$ cat config.mk
export PLATFORM = sky130hd
export DESIGN_NAME = heading_pid_controller
export DESIGN_NICKNAME = d
export VERILOG_FILES = /design/src/hw/rtl/hpid_pkg.sv /design/src/hw/rtl/hpid_sequencer.sv /design/src/hw/rtl/hpid_datapath.sv /design/src/hw/rtl/heading_pid_controller.sv
export SDC_FILE = /design/constraint.sdc
export NUM_CORES = 2
export LEC_CHECK = 0
export BUFFER_PORTS_ARGS = -buffer_cell sky130_fd_sc_hd__clkbuf_2
export CORE_MARGIN = 3
export CORE_UTILIZATION = 30
export CTS_CLUSTER_DIAMETER = 120
export CTS_CLUSTER_SIZE = 25
export DETAILED_ROUTE_END_ITERATION = 10
export GPL_TIMING_DRIVEN = 0
export PLACE_DENSITY = 0.43
export SLEW_MARGIN = 5
export SYNTH_ARGS = -nofsm -noshare
export SYNTH_HDL_FRONTEND = slang
export SYNTH_SLANG_ARGS = --single-unit
export TNS_END_PERCENT = 1
$ cat constraint.sdc
create_clock -name clock -period 11.7 [get_ports clock]
set_input_delay 2.34 -clock clock [delete_from_list [all_inputs] [get_ports clock]]
set_output_delay 2.34 -clock clock [all_outputs]
set_load 0.02 [all_outputs]
$ cat src/hw/rtl/hpid_pkg.sv
// Shared types, constants, microcode table and arithmetic helpers for the heading PID block.
package hpid_pkg;

   localparam int ANGLE_FRAC_BITS = 12;
   localparam int GAIN_FRAC_BITS  = 12;

   localparam int HEAD_W   = 15;
   localparam int PREV_W   = 16;
   localparam int DIFF_W   = 17;
   localparam int GAIN_W   = 16;
   localparam int RATE_W   = 32;
   localparam int MULA_W   = 17;
   localparam int PROD_W   = MULA_W + RATE_W;
   localparam int ACC_W    = 40;
   localparam int OMEGA_W  = 24;
   localparam int ETH_W    = 15;
   localparam int RTH_W    = 23;
   localparam int LRATE_W  = 16;
   localparam int CSR_AW   = 3;
   localparam int CSR_DW   = 23;
   localparam int STEP_W   = 3;

   localparam longint PI_Q30 = 64'sd3373259426;
   localparam longint PI_QL  =
      (PI_Q30 + (longint'(1) << (29 - ANGLE_FRAC_BITS))) >>> (30 - ANGLE_FRAC_BITS);
   localparam logic signed [DIFF_W-1:0] PI_Q     = DIFF_W'(PI_QL);
   localparam logic signed [DIFF_W-1:0] TWO_PI_Q = DIFF_W'(2 * PI_QL);

   localparam logic signed [ACC_W-1:0] OMEGA_MAX = ACC_W'(8388607);
   localparam logic signed [ACC_W-1:0] OMEGA_MIN = ACC_W'(-8388608);
   localparam logic signed [PROD_W-1:0] ROUND_HALF = PROD_W'(longint'(1) << (GAIN_FRAC_BITS - 1));

   // register indexes
   localparam logic [CSR_AW-1:0] CSR_PROP_GAIN  = 3'd0;
   localparam logic [CSR_AW-1:0] CSR_INTEG_GAIN = 3'd1;
   localparam logic [CSR_AW-1:0] CSR_DERIV_GAIN = 3'd2;
   localparam logic [CSR_AW-1:0] CSR_LOOP_RATE  = 3'd3;
   localparam logic [CSR_AW-1:0] CSR_ERR_THRESH = 3'd4;
   localparam logic [CSR_AW-1:0] CSR_RATE_THRESH = 3'd5;

   // multiplier operand selects
   localparam logic [1:0] MUL_RATE  = 2'd0;
   localparam logic [1:0] MUL_PROP  = 2'd1;
   localparam logic [1:0] MUL_DERIV = 2'd2;
   localparam logic [1:0] MUL_INTEG = 2'd3;

   // product destinations
   localparam logic [2:0] DST_NONE     = 3'd0;
   localparam logic [2:0] DST_RATE     = 3'd1;
   localparam logic [2:0] DST_ACC_LOAD = 3'd2;
   localparam logic [2:0] DST_ACC_ADD  = 3'd3;
   localparam logic [2:0] DST_INTEG    = 3'd4;

   // jump conditions
   localparam logic [1:0] COND_NONE     = 2'd0;
   localparam logic [1:0] COND_NO_REQ   = 2'd1;
   localparam logic [1:0] COND_OUT_BUSY = 2'd2;

   // step addresses
   localparam logic [STEP_W-1:0] STEP_WAIT  = 3'd0;
   localparam logic [STEP_W-1:0] STEP_WRAP  = 3'd1;
   localparam logic [STEP_W-1:0] STEP_MUL_R = 3'd2;
   localparam logic [STEP_W-1:0] STEP_MUL_P = 3'd3;
   localparam logic [STEP_W-1:0] STEP_MUL_D = 3'd4;
   localparam logic [STEP_W-1:0] STEP_MUL_I = 3'd5;
   localparam logic [STEP_W-1:0] STEP_INTEG = 3'd6;
   localparam logic [STEP_W-1:0] STEP_OUT   = 3'd7;

   typedef struct packed {
      logic              req_take;
      logic              wrap_en;
      logic              mul_en;
      logic [1:0]        mul_sel;
      logic [2:0]        dst;
      logic              out_load;
      logic [1:0]        cond;
      logic [STEP_W-1:0] target;
   } ctl_type;

   typedef struct packed {
      logic signed [GAIN_W-1:0] prop_gain;
      logic signed [GAIN_W-1:0] integ_gain;
      logic signed [GAIN_W-1:0] deriv_gain;
      logic [LRATE_W-1:0]       loop_rate;
      logic [ETH_W-1:0]         error_threshold;
      logic [RTH_W-1:0]         rate_threshold;
   } csr_type;

   function automatic ctl_type ucode_rom(input logic [STEP_W-1:0] step);
      ctl_type w;
      w = '{req_take: 1'b0, wrap_en: 1'b0, mul_en: 1'b0, mul_sel: MUL_RATE, dst: DST_NONE,
            out_load: 1'b0, cond: COND_NONE, target: STEP_WAIT};
      case (step)
         STEP_WAIT: begin
            w.req_take = 1'b1;
            w.cond     = COND_NO_REQ;
            w.target   = STEP_WAIT;
         end
         STEP_WRAP: begin
            w.wrap_en = 1'b1;
         end
         STEP_MUL_R: begin
            w.mul_en  = 1'b1;
            w.mul_sel = MUL_RATE;
         end
         STEP_MUL_P: begin
            w.mul_en  = 1'b1;
            w.mul_sel = MUL_PROP;
            w.dst     = DST_RATE;
         end
         STEP_MUL_D: begin
            w.mul_en  = 1'b1;
            w.mul_sel = MUL_DERIV;
            w.dst     = DST_ACC_LOAD;
         end
         STEP_MUL_I: begin
            w.mul_en  = 1'b1;
            w.mul_sel = MUL_INTEG;
            w.dst     = DST_ACC_ADD;
         end
         STEP_INTEG: begin
            w.dst = DST_INTEG;
         end
         STEP_OUT: begin
            w.out_load = 1'b1;
            w.cond     = COND_OUT_BUSY;
            w.target   = STEP_OUT;
         end
         default: begin
            w.cond   = COND_NONE;
            w.target = STEP_WAIT;
         end
      endcase
      return w;
   endfunction

   function automatic logic signed [DIFF_W-1:0] wrap_angle(input logic signed [DIFF_W-1:0] d);
      logic signed [DIFF_W-1:0] r;
      if (d >= PI_Q)
         r = d - TWO_PI_Q;
      else if (d < -PI_Q)
         r = d + TWO_PI_Q;
      else
         r = d;
      return r;
   endfunction

   function automatic logic signed [OMEGA_W-1:0] sat24(input logic signed [ACC_W-1:0] x);
      logic signed [ACC_W-1:0] r;
      if (x > OMEGA_MAX)
         r = OMEGA_MAX;
      else if (x < OMEGA_MIN)
         r = OMEGA_MIN;
      else
         r = x;
      return r[OMEGA_W-1:0];
   endfunction

endpackage

$ cat src/hw/rtl/hpid_sequencer.sv
// Step counter and microcode fetch with conditional jumps.
module hpid_sequencer import hpid_pkg::*; (
   input  logic    clock,
   input  logic    reset,
   input  logic    req_tvalid,
   input  logic    out_busy,
   output ctl_type ctl
);

   logic [STEP_W-1:0] pc_ff;
   logic [STEP_W-1:0] pc_in;
   logic              jump;

   assign ctl = ucode_rom(pc_ff);

   always_comb begin
      jump = ((ctl.cond == COND_NO_REQ) && !req_tvalid) ||
             ((ctl.cond == COND_OUT_BUSY) && out_busy);
      pc_in = jump ? ctl.target : pc_ff + STEP_W'(1);
   end

   always_ff @(posedge clock) begin
      if (reset)
         pc_ff <= STEP_WAIT;
      else
         pc_ff <= pc_in;
   end

   a_take_advances: assert property (@(posedge clock) disable iff (reset)
      (pc_ff == STEP_WAIT && req_tvalid) |=> (pc_ff == STEP_WRAP))
      else $error("sequencer did not leave wait step after a beat");

endmodule

$ cat src/hw/rtl/hpid_datapath.sv
// Shared multiplier, angle wrap, accumulator and integral state.
module hpid_datapath import hpid_pkg::*; (
   input  logic                      clock,
   input  logic                      reset,
   input  ctl_type                   ctl,
   input  csr_type                   csr,
   input  logic                      take,
   input  logic signed [HEAD_W-1:0]  meas,
   input  logic signed [HEAD_W-1:0]  targ,
   input  logic                      out_fire,
   output logic signed [OMEGA_W-1:0] omega,
   output logic                      settled
);

   logic signed [HEAD_W-1:0]  meas_ff, meas_in;
   logic signed [HEAD_W-1:0]  targ_ff, targ_in;
   logic signed [PREV_W-1:0]  prev_ff, prev_in;
   logic signed [DIFF_W-1:0]  wd_ff, wd_in;
   logic signed [DIFF_W-1:0]  err_ff, err_in;
   logic signed [RATE_W-1:0]  rate_ff, rate_in;
   logic signed [PROD_W-1:0]  prod_ff, prod_in;
   logic signed [ACC_W-1:0]   acc_ff, acc_in;
   logic signed [OMEGA_W-1:0] integ_ff, integ_in;

   logic signed [MULA_W-1:0]  mul_a;
   logic signed [RATE_W-1:0]  mul_b;
   logic signed [PROD_W-1:0]  rnd_full;
   logic signed [ACC_W-1:0]   rnd;
   logic signed [ACC_W-1:0]   integ_ext;
   logic [DIFF_W-1:0]         err_mag;
   logic [RATE_W-1:0]         rate_mag;

   always_comb begin
      case (ctl.mul_sel)
         MUL_RATE: begin
            mul_a = $signed({1'b0, csr.loop_rate});
            mul_b = RATE_W'(wd_ff);
         end
         MUL_PROP: begin
            mul_a = MULA_W'(csr.prop_gain);
            mul_b = RATE_W'(err_ff);
         end
         MUL_DERIV: begin
            mul_a = MULA_W'(csr.deriv_gain);
            mul_b = rate_ff;
         end
         MUL_INTEG: begin
            mul_a = MULA_W'(csr.integ_gain);
            mul_b = RATE_W'(err_ff);
         end
         default: begin
            mul_a = '0;
            mul_b = '0;
         end
      endcase
   end

   assign rnd_full  = (prod_ff + ROUND_HALF) >>> GAIN_FRAC_BITS;
   assign rnd       = rnd_full[ACC_W-1:0];
   assign integ_ext = ACC_W'(integ_ff);

   assign err_mag  = err_ff[DIFF_W-1] ? $unsigned(-err_ff) : $unsigned(err_ff);
   assign rate_mag = rate_ff[RATE_W-1] ? $unsigned(-rate_ff) : $unsigned(rate_ff);
   assign settled  = (err_mag < DIFF_W'(csr.error_threshold)) &&
                     (rate_mag < RATE_W'(csr.rate_threshold));
   assign omega    = sat24(acc_ff);

   always_comb begin
      meas_in  = take ? meas : meas_ff;
      targ_in  = take ? targ : targ_ff;
      prev_in  = prev_ff;
      wd_in    = wd_ff;
      err_in   = err_ff;
      rate_in  = rate_ff;
      acc_in   = acc_ff;
      integ_in = integ_ff;
      prod_in  = ctl.mul_en ? PROD_W'(mul_a) * PROD_W'(mul_b) : prod_ff;
      if (ctl.wrap_en) begin
         wd_in   = wrap_angle(DIFF_W'(meas_ff) - DIFF_W'(prev_ff));
         err_in  = wrap_angle(DIFF_W'(targ_ff) - DIFF_W'(meas_ff));
         prev_in = PREV_W'(meas_ff);
      end
      case (ctl.dst)
         DST_RATE:     rate_in  = prod_ff[RATE_W-1:0];
         DST_ACC_LOAD: acc_in   = integ_ext + rnd;
         DST_ACC_ADD:  acc_in   = acc_ff + rnd;
         DST_INTEG:    integ_in = sat24(integ_ext + rnd);
         default:      ;
      endcase
      if (out_fire && settled)
         integ_in = '0;
   end

   always_ff @(posedge clock) begin
      meas_ff <= meas_in;
      targ_ff <= targ_in;
      wd_ff   <= wd_in;
      err_ff  <= err_in;
      rate_ff <= rate_in;
      prod_ff <= prod_in;
      acc_ff  <= acc_in;
      if (reset) begin
         prev_ff  <= '0;
         integ_ff <= '0;
      end else begin
         prev_ff  <= prev_in;
         integ_ff <= integ_in;
      end
   end

   a_settle_clears: assert property (@(posedge clock) disable iff (reset)
      (out_fire && settled) |=> (integ_ff == '0))
      else $error("integral not cleared on settled beat");

endmodule

$ cat src/hw/rtl/heading_pid_controller.sv
// Heading PID controller top level: config registers, sequencer, datapath, result register.
// Steps after an accepted req beat: WRAP, MUL_R, MUL_P, MUL_D, MUL_I, INTEG, OUT.
// One item in work at a time; the single shared 17x32 multiplier runs four products.
// A stalled rsp beat holds the sequencer in its output step until taken.
// Reset (synchronous): config registers take their defaults, previous heading and integral clear.
module heading_pid_controller import hpid_pkg::*; (
   input  logic                clock,
   input  logic                reset,
   input  logic                req_tvalid,
   output logic                req_tready,
   input  logic [31:0]         req_tdata,   // [14:0] measured_heading, [29:15] target_heading
   output logic                rsp_tvalid,
   input  logic                rsp_tready,
   output logic [OMEGA_W-1:0]  rsp_tdata,   // [23:0] omega_command
   output logic                rsp_tuser,   // [0] settled
   input  logic                csr_we,
   input  logic [CSR_AW-1:0]   csr_addr,
   input  logic [CSR_DW-1:0]   csr_wdata
);

   csr_type                   csr_ff, csr_in;
   ctl_type                   ctl;
   logic                      rsp_valid_ff, rsp_valid_in;
   logic [OMEGA_W-1:0]        omega_ff, omega_in;
   logic                      settled_ff, settled_in;
   logic signed [OMEGA_W-1:0] dp_omega;
   logic                      dp_settled;
   logic                      take;
   logic                      out_busy;
   logic                      out_fire;

   assign req_tready = ctl.req_take && !reset;
   assign take       = req_tvalid && req_tready;
   assign out_busy   = rsp_valid_ff && !rsp_tready;
   assign out_fire   = ctl.out_load && !out_busy;

   hpid_sequencer u_seq (
      .clock      (clock),
      .reset      (reset),
      .req_tvalid (req_tvalid),
      .out_busy   (out_busy),
      .ctl        (ctl)
   );

   hpid_datapath u_dp (
      .clock    (clock),
      .reset    (reset),
      .ctl      (ctl),
      .csr      (csr_ff),
      .take     (take),
      .meas     ($signed(req_tdata[HEAD_W-1:0])),
      .targ     ($signed(req_tdata[2*HEAD_W-1:HEAD_W])),
      .out_fire (out_fire),
      .omega    (dp_omega),
      .settled  (dp_settled)
   );

   always_comb begin
      csr_in = csr_ff;
      if (csr_we) begin
         case (csr_addr)
            CSR_PROP_GAIN:   csr_in.prop_gain       = csr_wdata[GAIN_W-1:0];
            CSR_INTEG_GAIN:  csr_in.integ_gain      = csr_wdata[GAIN_W-1:0];
            CSR_DERIV_GAIN:  csr_in.deriv_gain      = csr_wdata[GAIN_W-1:0];
            CSR_LOOP_RATE:   csr_in.loop_rate       = csr_wdata[LRATE_W-1:0];
            CSR_ERR_THRESH:  csr_in.error_threshold = csr_wdata[ETH_W-1:0];
            CSR_RATE_THRESH: csr_in.rate_threshold  = csr_wdata[RTH_W-1:0];
            default:         ;
         endcase
      end
      rsp_valid_in = out_fire ? 1'b1 : (rsp_valid_ff && !rsp_tready);
      omega_in     = out_fire ? dp_omega : omega_ff;
      settled_in   = out_fire ? dp_settled : settled_ff;
   end

   always_ff @(posedge clock) begin
      if (reset) begin
         csr_ff.prop_gain       <= 16'sd4096;
         csr_ff.integ_gain      <= 16'sd123;
         csr_ff.deriv_gain      <= -16'sd205;
         csr_ff.loop_rate       <= 16'd100;
         csr_ff.error_threshold <= 15'd123;
         csr_ff.rate_threshold  <= 23'd410;
         rsp_valid_ff           <= 1'b0;
      end else begin
         csr_ff       <= csr_in;
         rsp_valid_ff <= rsp_valid_in;
      end
      omega_ff   <= omega_in;
      settled_ff <= settled_in;
   end

   assign rsp_tvalid = rsp_valid_ff;
   assign rsp_tdata  = omega_ff;
   assign rsp_tuser  = settled_ff;

   a_one_in_flight: assert property (@(posedge clock) disable iff (reset)
      take |=> !req_tready)
      else $error("second req beat accepted while an item is in work");

   a_valid_from_load: assert property (@(posedge clock) disable iff (reset)
      $rose(rsp_tvalid) |-> $past(out_fire))
      else $error("rsp_tvalid rose without a result load");

endmodule
After elaboration in Yosys (flattened, before gate mapping)
Index checks and enable logic that the tools add are counted.
{ "totals": {"ff_bits": 355, "input_bits": 63, "output_inout_bits": 27, "word_cells": 108} }
{ "op_classes": {"add_sub_neg": 12, "n_mul": 1, "magnitude_cmp": 10, "n_eq_ne": 21, "n_mux": 20, "reduce_logical": 25} }
{ "op_table": {"columns": ["cell", "n"], "rows": [
  ["32-bit one-hot mux with 3 select lines", 1],
  ["17-bit 2-to-1 mux", 5],
  ["40-bit one-hot mux with 2 select lines", 1],
  ["24-bit 2-to-1 mux", 3],
  ["17-bit one-hot mux with 4 select lines", 1],
  ["49-bit by 13-bit adder with 49-bit output, second input constant", 1],
  ["17-bit by 32-bit multiplier with 49-bit output", 1],
  ["40-bit by 37-bit adder with 40-bit output", 1],
  ["40-bit by 24-bit > comparator with 1-bit output, second input constant", 1],
  ["40-bit by 24-bit less-than comparator with 1-bit output, second input constant", 1],
  ["24-bit by 37-bit adder with 38-bit output", 1],
  ["38-bit by 24-bit > comparator with 1-bit output, second input constant", 1],
  ["38-bit by 24-bit less-than comparator with 1-bit output, second input constant", 1],
  ["17-bit by 16-bit adder with 17-bit output, second input constant", 2],
  ["17-bit by 15-bit >= comparator with 1-bit output, second input constant", 2],
  ["17-bit by 15-bit less-than comparator with 1-bit output, second input constant", 2],
  ["17-bit by 16-bit subtractor with 17-bit output, second input constant", 2],
  ["32-bit by 23-bit less-than comparator with 1-bit output", 1],
  ["32-bit 2-to-1 mux", 1],
  ["32-bit negation", 1],
  ["15-bit by 15-bit subtractor with 16-bit output", 2],
  ["3-bit one-hot mux with 4 select lines", 2],
  ["3-bit equality test, second input constant", 7],
  ["3-bit by 2-bit equality test with 1-bit output, second input constant", 6],
  ["17 further kinds", 42]
]} }

Depth between registers and ports, before layout
{ "logic_depth": {"depth_word": 6, "depth_mapped": 34, "ltp_nobuf": 31} }

Cells and area by module
A second synthesis with hierarchy kept.
{ "unflattened": {"cells_unflattened": 4443, "area_unflattened_um2": 40968.0} }
{ "by_module_without_submodules": {"columns": ["mod", "instances", "cells_per_inst", "area_each_um2", "seq_area_each_um2"], "rows": [
  ["hpid_datapath", 1, 3991, 35800.6, 6336.1],
  ["heading_pid_controller", 1, 413, 4848.4, 2812.7],
  ["hpid_sequencer", 1, 39, 319.1, 60.1]
]} }

Worst setup path after synthesis
OpenSTA, ideal clock, no wires.
{ "synth_timing": {"kind": "flip-flop to flip-flop", "from": "register u_seq.pc_ff[0]", "to": "register u_dp.prod_ff[47] (data pin)", "setup_ns": 0.276, "arrival_time_ns": 8.061, "t_required_ns": 11.424, "setup_slack_ns": 3.363, "stages_incl_launch_ff": 32, "path_buffers": 4, "period_less_slack_ns": 8.337, "path_cell_list": "dfxtp_1 -> inv_1 -> ha_1 -> nor3_1 -> or2_2 -> clkbuf_1 -> clkbuf_1 -> a221oi_1 -> clkbuf_1 -> nor2_1 -> fa_1 -> inv_1 -> fa_1 -> fa_1 -> inv_1 -> fa_1 -> fa_1 -> inv_1 -> fa_1 -> inv_1 -> ha_1 -> clkbuf_1 -> a2111oi_0 -> nor2_1 -> o21ai_0 -> or3_1 -> a21oi_1 -> nor2_1 -> o31ai_1 -> a21oi_1 -> o311ai_0 -> xor2_1"} }
{ "synth_between": {"elab_chain_cells": 6, "elab_cells_between_ends": 13, "classes_between": "1 x mul; 7 x eq/ne; 3 x mux; 2 x reduce/logical"} }
{ "synth_rtl": {"columns": ["element", "line", "source"], "rows": [
  ["start: declaration", "hpid_sequencer.sv:10", "logic [STEP_W-1:0] pc_ff;"],
  ["start signal: assignment", "hpid_sequencer.sv:26", "pc_ff <= pc_in;"],
  ["3-bit equality test or 3-bit by 2-bit equality test with 1-bit output (tied branches)", "hpid_pkg.sv:93", "case (step)"],
  ["3-bit one-hot mux with 4 select lines *", "hpid_pkg.sv:93", null],
  ["2-bit by 1-bit equality test with 1-bit output or 2-bit equality test (tied branches)", "hpid_datapath.sv:34", "case (ctl.mul_sel)"],
  ["2-bit OR reduction (no line)", null, null],
  ["32-bit one-hot mux with 3 select lines", "hpid_datapath.sv:34", null],
  ["17-bit by 32-bit multiplier with 49-bit output *", "hpid_datapath.sv:77", "prod_in = ctl.mul_en ? PROD_W'(mul_a) * PROD_W'(mul_b) : prod_ff;"],
  ["end signal: assignment", "hpid_datapath.sv:100", "prod_ff <= prod_in;"],
  ["end: declaration", "hpid_datapath.sv:21", "logic signed [PROD_W-1:0] prod_ff, prod_in;"]
]} }
Every way passes the cells marked *; elsewhere a longest branch is shown, timed or not.
A chain may end at the register's enable or synchronous reset.

Worst setup path after layout
Same ends and word-level chain as after synthesis.

==> results.yml <==
cts:
  cts_tree: "built"
  insertion_delay_ns: 0.63
  htree_levels: 1
  numCtsBuffers: 20
  clockBufferDepth: 3
  cts_root_buffer: "clkbuf_16"
  post_cts_buffers: 0
  path_clk_slew_ns: 0.11
  cts.sinks: 355
global_route:
  grt_max_degree: 31
  overflow: 0
  first_global_vias: 34200
  antenna_found_initial: 3
  grt_pass1_wl_um: 218000
  gr-usage-all-layers_pct: 20.2
logic_synthesis:
  ys_warn_count: 0
  ys_seq_elements: 355
  synthArstFlopShare_pct: 0
  synthDistinctLibCells: 89
  syn_area_per_cell_um2: 8.88
  seq_area_frac_synth_pct: 22.3
  syn_area_um2: 41300
  syn_nets: 5511
  syn_inst: 4651
  synth-edff-count: 210
  synth_flop_cell: "edfxtp_1"
floorplanning:
  fp.dieH_um: 377
  io_pins: 90
  rows: 135
  die_area_um2: 142000
  core_um2: 136000
  fp.dieW_um: 377
  initial_core_util_pct: 30.4
route:
  firstDrtPassIters: 5
  postRouteAntennaNets: 0
  drt-initial-drc-count: 2422
  via_per_inst: 5.08
  via_count: 33400
  wire_per_inst_um: 21.7
  drt_wl_total_um: 143000
  drcViolationCount: 0
timing:
  setup_viol: 0
  skew_ns: 0.0789
  fin_crit_sh_pct: 95.2
  slew_violations: 0
  period_needed_ns: 11.14
  fmax_ghz: 0.0898
  finalHoldViolCount: 0
  rsz0062_at_grt: "false"
  fin_tns_setup_ns: 0
  fin_ws_ns: 0.559
  maxSlewHeadroom_pct: 12.9
  worstMarginPinSlew_ns: 1.29
worst_setup_path:
  cp-start-kind: "register"
  end_kind: "register"
  r2r_setup_slack_ns: 0.56
  required_ns: 11.99
  cp_common_cell: "fa_1"
  cp.arrival_ns: 11.43
  worst-setup-path-type: "register to register"
  critical_path.slowest_cell: "clkbuf_1"
  critical-path-top-delay-family: "adder cells"
  path_buf_inv: 8
  crit_fanout: 10
  max_stage_delay_ns: 0.88
place:
  dp_hpwl_um: 119000
  gp_congestion: 0.864
  pre_cts_ws_ns: 0.422
  port_buffers: 86
worst_hold_path:
  hold_class: "register to register"
power:
  p_leak_uw: 0.0198
  ir_worst_vdd_uv: 257
  power_density_nw_per_um2: 274
status:
  status: "finished clean"
job:
  max_cap_violations: 0
finish:
  syn2layout_area_growth_pct: 8.81
  nNetsFinal: 5639
  drive_above_1_share_pct: 4.88
  n_antenna_cell: 0
flip-flops by register name (all words and copies together) (netlist names):
name / cells
csr_ff: 102
u_dp.prod_ff: 49
u_dp.acc_ff: 40
u_dp.rate_ff: 32
rsp_tdata: 24
u_dp.integ_ff: 24
u_dp.err_ff: 17
u_dp.wd_ff: 17
u_dp.meas_ff: 15
u_dp.prev_ff: 15
u_dp.targ_ff: 15
u_seq.pc_ff: 3
rsp_tuser: 1
rsp_tvalid: 1
synthesized netlist by cell type, types with 16 or more instances:
library cell | n | area share, %
a211oi_1 | 24 | 0.44
a21o_1 | 98 | 1.8
a21oi_1 | 254 | 3.1
a221o_1 | 18 | 0.44
a22o_1 | 16 | 0.34
a31oi_1 | 20 | 0.30
and2_1 | 28 | 0.42
and3_1 | 24 | 0.36
clkbuf_1 | 155 | 1.4
dfxtp_1 | 145 | 7.0
edfxtp_1 | 210 | 15
fa_1 | 525 | 25
ha_1 | 272 | 8.2
inv_1 | 689 | 6.3
mux2i_1 | 20 | 0.48
nand2_1 | 663 | 6.0
nand2b_1 | 44 | 0.67
nand3_1 | 71 | 0.86
nand4_1 | 33 | 0.50
nor2_1 | 392 | 3.6
nor2b_1 | 26 | 0.39
nor3_1 | 45 | 0.55
nor4_1 | 16 | 0.24
o211ai_1 | 29 | 0.53
o21a_1 | 65 | 1.2
o21ai_0 | 149 | 1.8
o21bai_1 | 23 | 0.42
o22ai_1 | 19 | 0.29
o22ai_2 | 20 | 0.61
o31ai_1 | 30 | 0.55
or2_2 | 24 | 0.36
or3_1 | 29 | 0.44
xnor2_1 | 167 | 3.5
xor2_1 | 53 | 1.1
where the power goes:
part           internal, µW  switching (µW)  total (µW)
clock                   367             493         860
combinational          3530            5990        9520
sequential             1810             123        1930
total                  5710            6600       12300
through the flow:
step / hold WS [ns] / area (µm²) / util (%) / cells / total power [µW]
floorplan: 0.400 / 41300 / - / 4651 / 8560
global placement: 0.401 / 44000 / 32.3 / 6518 / 11500
detailed placement: 0.405 / 44300 / 32.5 / 6536 / 11500
CTS: 0.420 / 44900 / 33.0 / 6572 / 12400
global route: 0.418 / 45000 / 33.0 / 6574 / 13700
finish: 0.413 / 45000 / 33.0 / 6574 / 12300
final timing paths:
| path | depth (start not counted) | start | endpoint |
|---|---|---|---|
| max | 30 | u_seq.pc_ff[0] | u_dp.prod_ff[47] |
| min reg2reg | 0 | u_dp.prod_ff[3] | u_dp.rate_ff[3] |
| min | 0 | u_dp.prod_ff[3] | u_dp.rate_ff[3] |
| max reg2reg | 30 | u_seq.pc_ff[0] | u_dp.prod_ff[47] |
cell usage in the layout, fill, tap and decap left out, types with 25 or more instances in the layout:
master and count:
inv_1 689, nand2_1 663, fa_1 525, nor2_1 392, ha_1 272, a21oi_1 247, edfxtp_1 210, xnor2_1 167
clkbuf_1 156, o21ai_0 148, dfxtp_1 145, a21o_1 98, clkbuf_2 89, nand3_1 71, o21a_1 65, xor2_1 53
nor3_1 44, nand2b_1 44, nand4_1 33, o31ai_1 30, or3_1 29, o211ai_1 29, and2_1 27, nor2b_1 25
area by class of cell:
type	count	area, µm²
well taps	1781	2230
inverters	690	2590
clock buffers	26	554
repair buffers	106	617
fillers	14300	91200
plain buffers	172	671
multi-input cells	3434	29000
flip-flops and latches	355	9210
clock inverters	10	126
logic make-up (layout without fill, tap and decap cells):
logic type	after synthesis	in the layout	share of synthesized area (%)
buffers and inverters	862	1004	7.88
muxes	22	22	0.539
and+or+nand+nor	1449	1449	15.5
DFF	355	355	22.3
adders and majority gates	797	797	33.7
xor gates and xnor gates	220	220	4.66
AOI/OAI and AO/OA	946	946	15.5
repair_timing:
action	CTS	global route
gates resized for setup	0	8
hold buffers	0	0
endpoints found under the setup margin	0	2
hold endpoints to repair	0	0
routing by layer:
metal | track usage (%) | vias to the layer above | wire length, µm | share of wire, %
met3 | 1.55 | 99 | 6360 | 4.5
met4 | 3.47 | 0 | 2530 | 1.8
met1 | 28.8 | 16800 | 67100 | 47
met5 | 0 | - | 0 | 0
li1 | - | 15700 | - | -
met2 | 33.8 | 772 | 66600 | 47
No activity file was read; power rests on OpenSTA's default activity.
